--- config.mk ---
export PLATFORM = sky130hd
export DESIGN_NAME = indexed_array_insert_delete_unit
export DESIGN_NICKNAME = d
export VERILOG_FILES = /design/src/rtl/iaid_pkg.sv /design/src/rtl/indexed_array_insert_delete_unit.sv /design/src/rtl/iaid_ram.sv
export SDC_FILE = /design/constraint.sdc
export NUM_CORES = 2
export LEC_CHECK = 0
export BUFFER_PORTS_ARGS = -buffer_cell sky130_fd_sc_hd__buf_2
export CAP_MARGIN = 20
export CORE_AREA = 2 2 482 484
export DETAILED_ROUTE_END_ITERATION = 8
export DIE_AREA = 0 0 484 486
export PLACE_DENSITY = 0.51
export SYNTH_ARGS = -nofsm -noshare
export SYNTH_HDL_FRONTEND = slang
export SYNTH_HIERARCHICAL = 1
export SYNTH_SLANG_ARGS = --single-unit
--- constraint.sdc ---
create_clock -name clk -period 8.1 [get_ports clk]
set_input_delay 0.405 -clock clk [delete_from_list [all_inputs] [get_ports clk]]
set_output_delay 0.405 -clock clk [all_outputs]
set_load 0.01 [all_outputs]
--- src/rtl/iaid_pkg.sv ---
`timescale 1ns / 1ps
`default_nettype none
// ----------------------------------------------------------------------------
// iaid_pkg
// Shared codes and field widths of the indexed array insert/delete unit.
// ----------------------------------------------------------------------------
package iaid_pkg;

  localparam int KIND_W  = 2;
  localparam int SLOT_W  = 6;
  localparam int WORD_W  = 32;
  localparam int STAT_W  = 2;
  localparam int POS_W   = 6;
  localparam int FILL_W  = 7;

  // Display streams at most this many elements per request.
  localparam int MAX_OUT = 64;

  localparam logic [KIND_W-1:0] K_INSERT  = 2'd0;
  localparam logic [KIND_W-1:0] K_DELETE  = 2'd1;
  localparam logic [KIND_W-1:0] K_DISPLAY = 2'd2;

  localparam logic [STAT_W-1:0] ST_OK     = 2'd0;
  localparam logic [STAT_W-1:0] ST_FULL   = 2'd1;
  localparam logic [STAT_W-1:0] ST_BADPOS = 2'd2;
  localparam logic [STAT_W-1:0] ST_EMPTY  = 2'd3;

endpackage : iaid_pkg
`default_nettype wire

--- src/rtl/indexed_array_insert_delete_unit.sv ---
`timescale 1ns / 1ps
`default_nettype none
// ----------------------------------------------------------------------------
// indexed_array_insert_delete_unit
// Packed array of signed words with insert, delete and display at an index.
// ----------------------------------------------------------------------------
// Usage:
//   The input channel (in_valid/in_ready) carries one request per transaction:
//   kind, slot and value. The result channel (out_valid/out_ready) returns the
//   results of that request; the final one has out_last set. Insert and
//   delete give one result each, display gives one result per stored element
//   (at most 64), and an empty display gives a single result.
//   Requests are handled one at a time; in_ready is high only while the unit
//   waits for a request. All shifting runs through the single write port and
//   the single registered read port of the element memory, one word a cycle;
//   display streams 1 element a cycle while the receiver takes them.
//   A result waits in the output register while out_ready is low; display
//   then pauses until the element is taken. Reset clears the count and the
//   running sum; the memory contents are not cleared and need no sweep.
// ----------------------------------------------------------------------------
module indexed_array_insert_delete_unit
  import iaid_pkg::*;
#(
  parameter int DEPTH = 64
) (
  input  wire logic                      clk,
  input  wire logic                      rst_n,
  input  wire logic                      in_valid,
  output logic                           in_ready,
  input  wire logic        [KIND_W-1:0]  in_kind,
  input  wire logic        [SLOT_W-1:0]  in_slot,
  input  wire logic signed [WORD_W-1:0]  in_value,
  output logic                           out_valid,
  input  wire logic                      out_ready,
  output logic             [STAT_W-1:0]  out_status,
  output logic signed      [WORD_W-1:0]  out_element,
  output logic             [POS_W-1:0]   out_position,
  output logic                           out_last,
  output logic             [FILL_W-1:0]  out_fill,
  output logic signed      [WORD_W-1:0]  out_total
);

  localparam int AW   = $clog2(DEPTH);
  localparam int CW   = $clog2(DEPTH + 1);
  // Compare width: holds the count plus two and the display limit.
  localparam int CMPW = ((CW > FILL_W) ? CW : FILL_W) + 1;

  localparam logic [2:0] S_IDLE   = 3'd0;
  localparam logic [2:0] S_INS    = 3'd1;
  localparam logic [2:0] S_INSFIN = 3'd2;
  localparam logic [2:0] S_DEL0   = 3'd3;
  localparam logic [2:0] S_DSH    = 3'd4;
  localparam logic [2:0] S_DISP   = 3'd5;
  localparam logic [2:0] S_EMIT   = 3'd6;

  logic [2:0]               state_r, state_nxt;
  logic [CW-1:0]            count_r, count_nxt;
  logic signed [WORD_W-1:0] sum_r, sum_nxt;
  logic [AW-1:0]            idx_r, idx_nxt;
  logic [AW-1:0]            slot_r, slot_nxt;
  logic [WORD_W-1:0]        value_r, value_nxt;
  logic [STAT_W-1:0]        st_r, st_nxt;

  logic                     out_valid_r, out_valid_nxt;
  logic [STAT_W-1:0]        out_status_r, out_status_nxt;
  logic [WORD_W-1:0]        out_element_r, out_element_nxt;
  logic [POS_W-1:0]         out_position_r, out_position_nxt;
  logic                     out_last_r, out_last_nxt;
  logic [FILL_W-1:0]        out_fill_r, out_fill_nxt;
  logic [WORD_W-1:0]        out_total_r, out_total_nxt;

  logic                     wr_en, rd_en;
  logic [AW-1:0]            wr_addr, rd_addr;
  logic [WORD_W-1:0]        wr_data, rd_data;

  logic                     out_free;
  logic [CMPW-1:0]          slot_ext, cnt_ext, idx_ext, sslot_ext, disp_n;

  iaid_ram #(
    .DEPTH (DEPTH),
    .WIDTH (WORD_W)
  ) u_ram (
    .clk     (clk),
    .wr_en   (wr_en),
    .wr_addr (wr_addr),
    .wr_data (wr_data),
    .rd_en   (rd_en),
    .rd_addr (rd_addr),
    .rd_data (rd_data)
  );

  assign out_free  = !out_valid_r || out_ready;
  assign slot_ext  = CMPW'(in_slot);
  assign cnt_ext   = CMPW'(count_r);
  assign idx_ext   = CMPW'(idx_r);
  assign sslot_ext = CMPW'(slot_r);
  assign disp_n    = (cnt_ext > CMPW'(MAX_OUT)) ? CMPW'(MAX_OUT) : cnt_ext;
  assign in_ready  = (state_r == S_IDLE);

  always_comb begin
    state_nxt        = state_r;
    count_nxt        = count_r;
    sum_nxt          = sum_r;
    idx_nxt          = idx_r;
    slot_nxt         = slot_r;
    value_nxt        = value_r;
    st_nxt           = st_r;
    wr_en            = 1'b0;
    wr_addr          = idx_r;
    wr_data          = rd_data;
    rd_en            = 1'b0;
    rd_addr          = idx_r;
    out_valid_nxt    = out_valid_r && !out_ready;
    out_status_nxt   = out_status_r;
    out_element_nxt  = out_element_r;
    out_position_nxt = out_position_r;
    out_last_nxt     = out_last_r;
    out_fill_nxt     = out_fill_r;
    out_total_nxt    = out_total_r;

    case (state_r)
      S_IDLE: begin
        if (in_valid) begin
          state_nxt = S_EMIT;
          st_nxt    = ST_OK;
          case (in_kind)
            K_INSERT: begin
              if (cnt_ext >= CMPW'(DEPTH)) begin
                st_nxt = ST_FULL;
              end else if (slot_ext > cnt_ext) begin
                st_nxt = ST_BADPOS;
              end else if (slot_ext == cnt_ext) begin
                // Append at the fill level: nothing to shift.
                wr_en     = 1'b1;
                wr_addr   = slot_ext[AW-1:0];
                wr_data   = in_value;
                count_nxt = count_r + CW'(1);
                sum_nxt   = sum_r + in_value;
              end else begin
                rd_en     = 1'b1;
                rd_addr   = AW'(cnt_ext - CMPW'(1));
                idx_nxt   = cnt_ext[AW-1:0];
                slot_nxt  = slot_ext[AW-1:0];
                value_nxt = in_value;
                state_nxt = S_INS;
              end
            end
            K_DELETE: begin
              if (slot_ext >= cnt_ext) begin
                st_nxt = ST_BADPOS;
              end else begin
                rd_en     = 1'b1;
                rd_addr   = slot_ext[AW-1:0];
                idx_nxt   = slot_ext[AW-1:0];
                state_nxt = S_DEL0;
              end
            end
            K_DISPLAY: begin
              if (count_r == '0) begin
                st_nxt = ST_EMPTY;
              end else begin
                rd_en     = 1'b1;
                rd_addr   = '0;
                idx_nxt   = '0;
                state_nxt = S_DISP;
              end
            end
            default: begin
              st_nxt = ST_OK;
            end
          endcase
        end
      end

      S_INS: begin
        // Move entry idx-1 up to idx while fetching the next lower one.
        wr_en   = 1'b1;
        wr_addr = idx_r;
        wr_data = rd_data;
        if (idx_ext > sslot_ext + CMPW'(1)) begin
          rd_en   = 1'b1;
          rd_addr = AW'(idx_ext - CMPW'(2));
          idx_nxt = AW'(idx_ext - CMPW'(1));
        end else begin
          state_nxt = S_INSFIN;
        end
      end

      S_INSFIN: begin
        wr_en     = 1'b1;
        wr_addr   = slot_r;
        wr_data   = value_r;
        count_nxt = count_r + CW'(1);
        sum_nxt   = sum_r + $signed(value_r);
        st_nxt    = ST_OK;
        state_nxt = S_EMIT;
      end

      S_DEL0: begin
        // Read data holds the removed word.
        sum_nxt = sum_r - $signed(rd_data);
        if (idx_ext + CMPW'(1) < cnt_ext) begin
          rd_en     = 1'b1;
          rd_addr   = AW'(idx_ext + CMPW'(1));
          state_nxt = S_DSH;
        end else begin
          count_nxt = count_r - CW'(1);
          st_nxt    = ST_OK;
          state_nxt = S_EMIT;
        end
      end

      S_DSH: begin
        wr_en   = 1'b1;
        wr_addr = idx_r;
        wr_data = rd_data;
        if (idx_ext + CMPW'(2) < cnt_ext) begin
          rd_en   = 1'b1;
          rd_addr = AW'(idx_ext + CMPW'(2));
          idx_nxt = AW'(idx_ext + CMPW'(1));
        end else begin
          count_nxt = count_r - CW'(1);
          st_nxt    = ST_OK;
          state_nxt = S_EMIT;
        end
      end

      S_DISP: begin
        if (out_free) begin
          out_valid_nxt    = 1'b1;
          out_status_nxt   = ST_OK;
          out_element_nxt  = rd_data;
          out_position_nxt = idx_ext[POS_W-1:0];
          out_fill_nxt     = cnt_ext[FILL_W-1:0];
          out_total_nxt    = sum_r;
          if (idx_ext == disp_n - CMPW'(1)) begin
            out_last_nxt = 1'b1;
            state_nxt    = S_IDLE;
          end else begin
            out_last_nxt = 1'b0;
            rd_en        = 1'b1;
            rd_addr      = AW'(idx_ext + CMPW'(1));
            idx_nxt      = AW'(idx_ext + CMPW'(1));
          end
        end
      end

      S_EMIT: begin
        if (out_free) begin
          out_valid_nxt    = 1'b1;
          out_status_nxt   = st_r;
          out_element_nxt  = '0;
          out_position_nxt = '0;
          out_last_nxt     = 1'b1;
          out_fill_nxt     = cnt_ext[FILL_W-1:0];
          out_total_nxt    = sum_r;
          state_nxt        = S_IDLE;
        end
      end

      default: begin
        state_nxt = S_IDLE;
      end
    endcase
  end

  always_ff @(posedge clk) begin
    if (!rst_n) begin
      state_r     <= S_IDLE;
      count_r     <= '0;
      sum_r       <= '0;
      out_valid_r <= 1'b0;
    end else begin
      state_r     <= state_nxt;
      count_r     <= count_nxt;
      sum_r       <= sum_nxt;
      out_valid_r <= out_valid_nxt;
    end
  end

  always_ff @(posedge clk) begin
    idx_r          <= idx_nxt;
    slot_r         <= slot_nxt;
    value_r        <= value_nxt;
    st_r           <= st_nxt;
    out_status_r   <= out_status_nxt;
    out_element_r  <= out_element_nxt;
    out_position_r <= out_position_nxt;
    out_last_r     <= out_last_nxt;
    out_fill_r     <= out_fill_nxt;
    out_total_r    <= out_total_nxt;
  end

  assign out_valid    = out_valid_r;
  assign out_status   = out_status_r;
  assign out_element  = out_element_r;
  assign out_position = out_position_r;
  assign out_last     = out_last_r;
  assign out_fill     = out_fill_r;
  assign out_total    = out_total_r;

endmodule : indexed_array_insert_delete_unit
`default_nettype wire

--- src/rtl/iaid_ram.sv ---
`timescale 1ns / 1ps
`default_nettype none
// ----------------------------------------------------------------------------
// iaid_ram
// Simple dual-port memory: one write port and one registered read port.
// ----------------------------------------------------------------------------
module iaid_ram #(
  parameter int DEPTH = 64,
  parameter int WIDTH = 32
) (
  input  wire logic                     clk,
  input  wire logic                     wr_en,
  input  wire logic [$clog2(DEPTH)-1:0] wr_addr,
  input  wire logic [WIDTH-1:0]         wr_data,
  input  wire logic                     rd_en,
  input  wire logic [$clog2(DEPTH)-1:0] rd_addr,
  output logic      [WIDTH-1:0]         rd_data
);

  logic [WIDTH-1:0] mem [DEPTH];

  always_ff @(posedge clk) begin
    if (wr_en) begin
      mem[wr_addr] <= wr_data;
    end
  end

  // Read data holds its value until the next read is issued.
  always_ff @(posedge clk) begin
    if (rd_en) begin
      rd_data <= mem[rd_addr];
    end
  end

endmodule : iaid_ram
`default_nettype wire

==> results.cfg <==
[critical_path]
cpPeakStageDelay_ns = 0.88
r2r_start = count_r[1]
critPathMaxFanout = 20
path_cells = inv_1 > ha_1 > nand2b_1 > o21ai_1 > nand2_1 > ha_1 > xnor2_1 > o2111a_1 > o221ai_1 > nor4_1 > a31oi_1 > nor2_1 > nand2_1 > and4_1 > o221ai_4 > buf_4 > or2_1 > o22ai_1 > a211oi_1 > a311o_1 > a21oi_1
timing.rr.end = u_ram/rd_data[5]
worstPathRequired_ns = 8.71
cp_top_family = compound AO/OA/AOI/OAI gates
rr_worst_depth = 21
regToRegSetupSlack_ns = 0.92
end_kind = register
crit_type = reg2reg
arrival_ns = 7.79
cp-start-kind = register
crit_slowest_cell = o221ai_4
crit_buf_inv = 2

[floorplan]
die_h_um = 486
start_util = 0.3993
core_um2 = 229500
die_x_um = 484
placementRows = 176
num_io_pins = 126
die-area_um2 = 235200

[yosys]
synth-edff-count = 2206
syn_avg_cell_area_um2 = 18.77
async_reset_ff_frac = 0
synth_nets = 5001
ys_ff_latch = 2249
synthFlopType = edfxtp_1
seq_area_frac_synth = 0.7324
synth_warnings = 6
synthesis.instances = 4881
syn_area_um2 = 91620
yosysUniqueCellTypes = 86

[clock_tree]
cts_tree = built
htreeDepth = 4
cts_buffers = 226
ctsRootBufferMaster = clkbuf_16
cts_buffer_depth = 3
post_cts_buffers = 0
clock_sinks = 2249
insertion_delay_ns = 0.90
clkTransAtPathRegs_ns = 0.06

[timing]
fin_crit_ns = 7.177
tightest_slew_ns = 1.145
setup_violations = 0
finalCritPeriodShare = 0.8860
skew_ns = 0.05158
fmax_ghz = 0.1393
rsz0062_at_grt = no
slew-limit-headroom = 0.2348
slew_viol_final = 0
layout_setup_ws_ns = 0.9232
finalHoldViolCount = 0
hold_ws_ns = 0.06221
tns_ns = 0

[place]
place_area_um2 = 97250
post-place-ws_ns = 1.074
dp_hpwl_um = 167600
numPortBuffers = 125
gp_congestion = 0.8665

[outcome]
status = completed

[detailed_routing]
drt_pre_antenna_iters = 8
viasPerCell = 5.910
remaining_drc_errors = 0
wl_um = 269700
vias = 49760
avgRoutedWirePerCell_um = 32.03
drtIter0Drc = 6027
ant_nets = 0

[finish]
area_delta_synth_final_pct = 14.43
final_cell_area_um2 = 104800
final_net_count = 5321
nFillCells = 19510
drive_gt1_frac = 0.2308

[grt]
grt_overflow = 0
grt_pass1_wl_um = 382500
antenna_found_initial = 12
grt.total_usage = 0.2276
grt_max_degree = 75
grt_pass1_vias = 49190

[min_path]
hp-class = in2reg
worstHoldStart = rst_n
hold_end = state_r[2]
hold_path_depth = 4

[job]
drv_cap = 0
[kinds of logic after synthesis]
family,after synthesis,synth area share
flops,2249,0.7324
simple gates,691,0.03757
compound gates,791,0.05911
fa+ha+maj,76,0.01054
xor+xnor,109,0.01042
buf+inv,323,0.01886
mux,642,0.1311
[state kept, by name, summed over array words and instances (netlist names)]
signal / count
out_position: 6
idx_r: 6
out_fill: 7
out_total: 32
slot_r: 6
out_valid: 1
value_r: 32
out_last: 1
sum_r: 32
state_r: 3
count_r: 7
u_ram/rd_data: 32
out_status: 2
u_ram/mem: 2048
st_r: 2
out_element: 32
[worst max-delay path by stage]
stage / from / endpoint / slack (ns) / cells after the start
finish: count_r[1] / u_ram/rd_data[5] / 0.92 / 21
CTS: count_r[1] / u_ram/rd_data[29] / 1.05 / 23
detailed placement: count_r[1] / u_ram/rd_data[5] / 1.07 / 21
global route: count_r[1] / u_ram/rd_data[5] / 0.59 / 21
floorplan: count_r[5] / u_ram/mem[0][14] / 2.47 / 11
global placement: count_r[1] / u_ram/rd_data[6] / 0.45 / 20
[layout by cell type, fill, tap and decap left out, types with 40 or more instances in the layout]
master and count:
mux4_2 446, buf_4 189, buf_2 125, nand2_1 157, a21oi_1 120, a22oi_1 210, ha_1 74, xnor2_1 57
mux2i_1 195, o21ai_0 81, clkbuf_16 226, and2_1 45, dfxtp_1 42, nor2_1 118, clkinv_2 40, o22ai_1 57
xor2_1 52, nor2_4 66, clkbuf_1 50, nand3_1 83, edfxtp_1 2206, clkinv_1 49
[routing by layer]
metal  routed length [µm]  up-vias  share of wire  track usage
met4                 5655        4          0.021      0.05120
met5                   27        -        0.00010            0
met1               117500    26600           0.44       0.3318
met2               128300     2010           0.48       0.3661
met3                18210      319          0.068      0.02874
li1                     -    20830              -            -
[cells in the mapped netlist, types with 43 or more instances]
master    number  area [µm²]
nand2_1      157       589.3
dfxtp_1       43       860.8
and2_1        46       287.8
o22ai_1       57       356.6
nand3_1       85       425.4
mux2i_1      195        1952
edfxtp_1    2206       66240
clkbuf_1     143       536.8
a22oi_1      210        1577
nor2_1       189       709.4
xnor2_1       57       499.2
buf_2         54       270.3
xor2_1        52       455.4
o21ai_0      122       610.6
mux4_2       446       10040
ha_1          74       925.9
a21oi_1      122       610.6
[metrics by stage]
step | util | std cells
2_1_floorplan | - | 4881
3_3_place_gp | 0.4231 | 7948
3_5_place_dp | 0.4238 | 7959
4_1_cts | 0.4567 | 8410
5_1_grt | 0.4568 | 8412
6_report | 0.4569 | 8419
[worst min-delay path: stages]
cell and delay, ns:
buf_2 0.10, buf_4 0.24, o21ai_0 0.12, a21oi_1 0.04
[repair_timing]
| action | 4_1_cts | 5_1_grt |
|---|---|---|
| hold buffers | 39 | 0 |
| gates resized for setup | 0 | 0 |
| hold endpoints to repair | 41 | 0 |
[cell type report]
type                    instances  area, µm²  area share
flip-flops and latches       2249      67110      0.6401
multi-input cells            2309      23780      0.2268
clock buffers                 280       5898     0.05626
well taps                    3026       3786     0.03611
repair buffers                374       2838     0.02707
clock inverters               132       1260     0.01202
inverters                      41      153.9    0.001468
diodes                          8      20.02   0.0001909
Power is not shown: default switching activity piles up to over one toggle a cycle in this logic, so the estimate is an artifact.
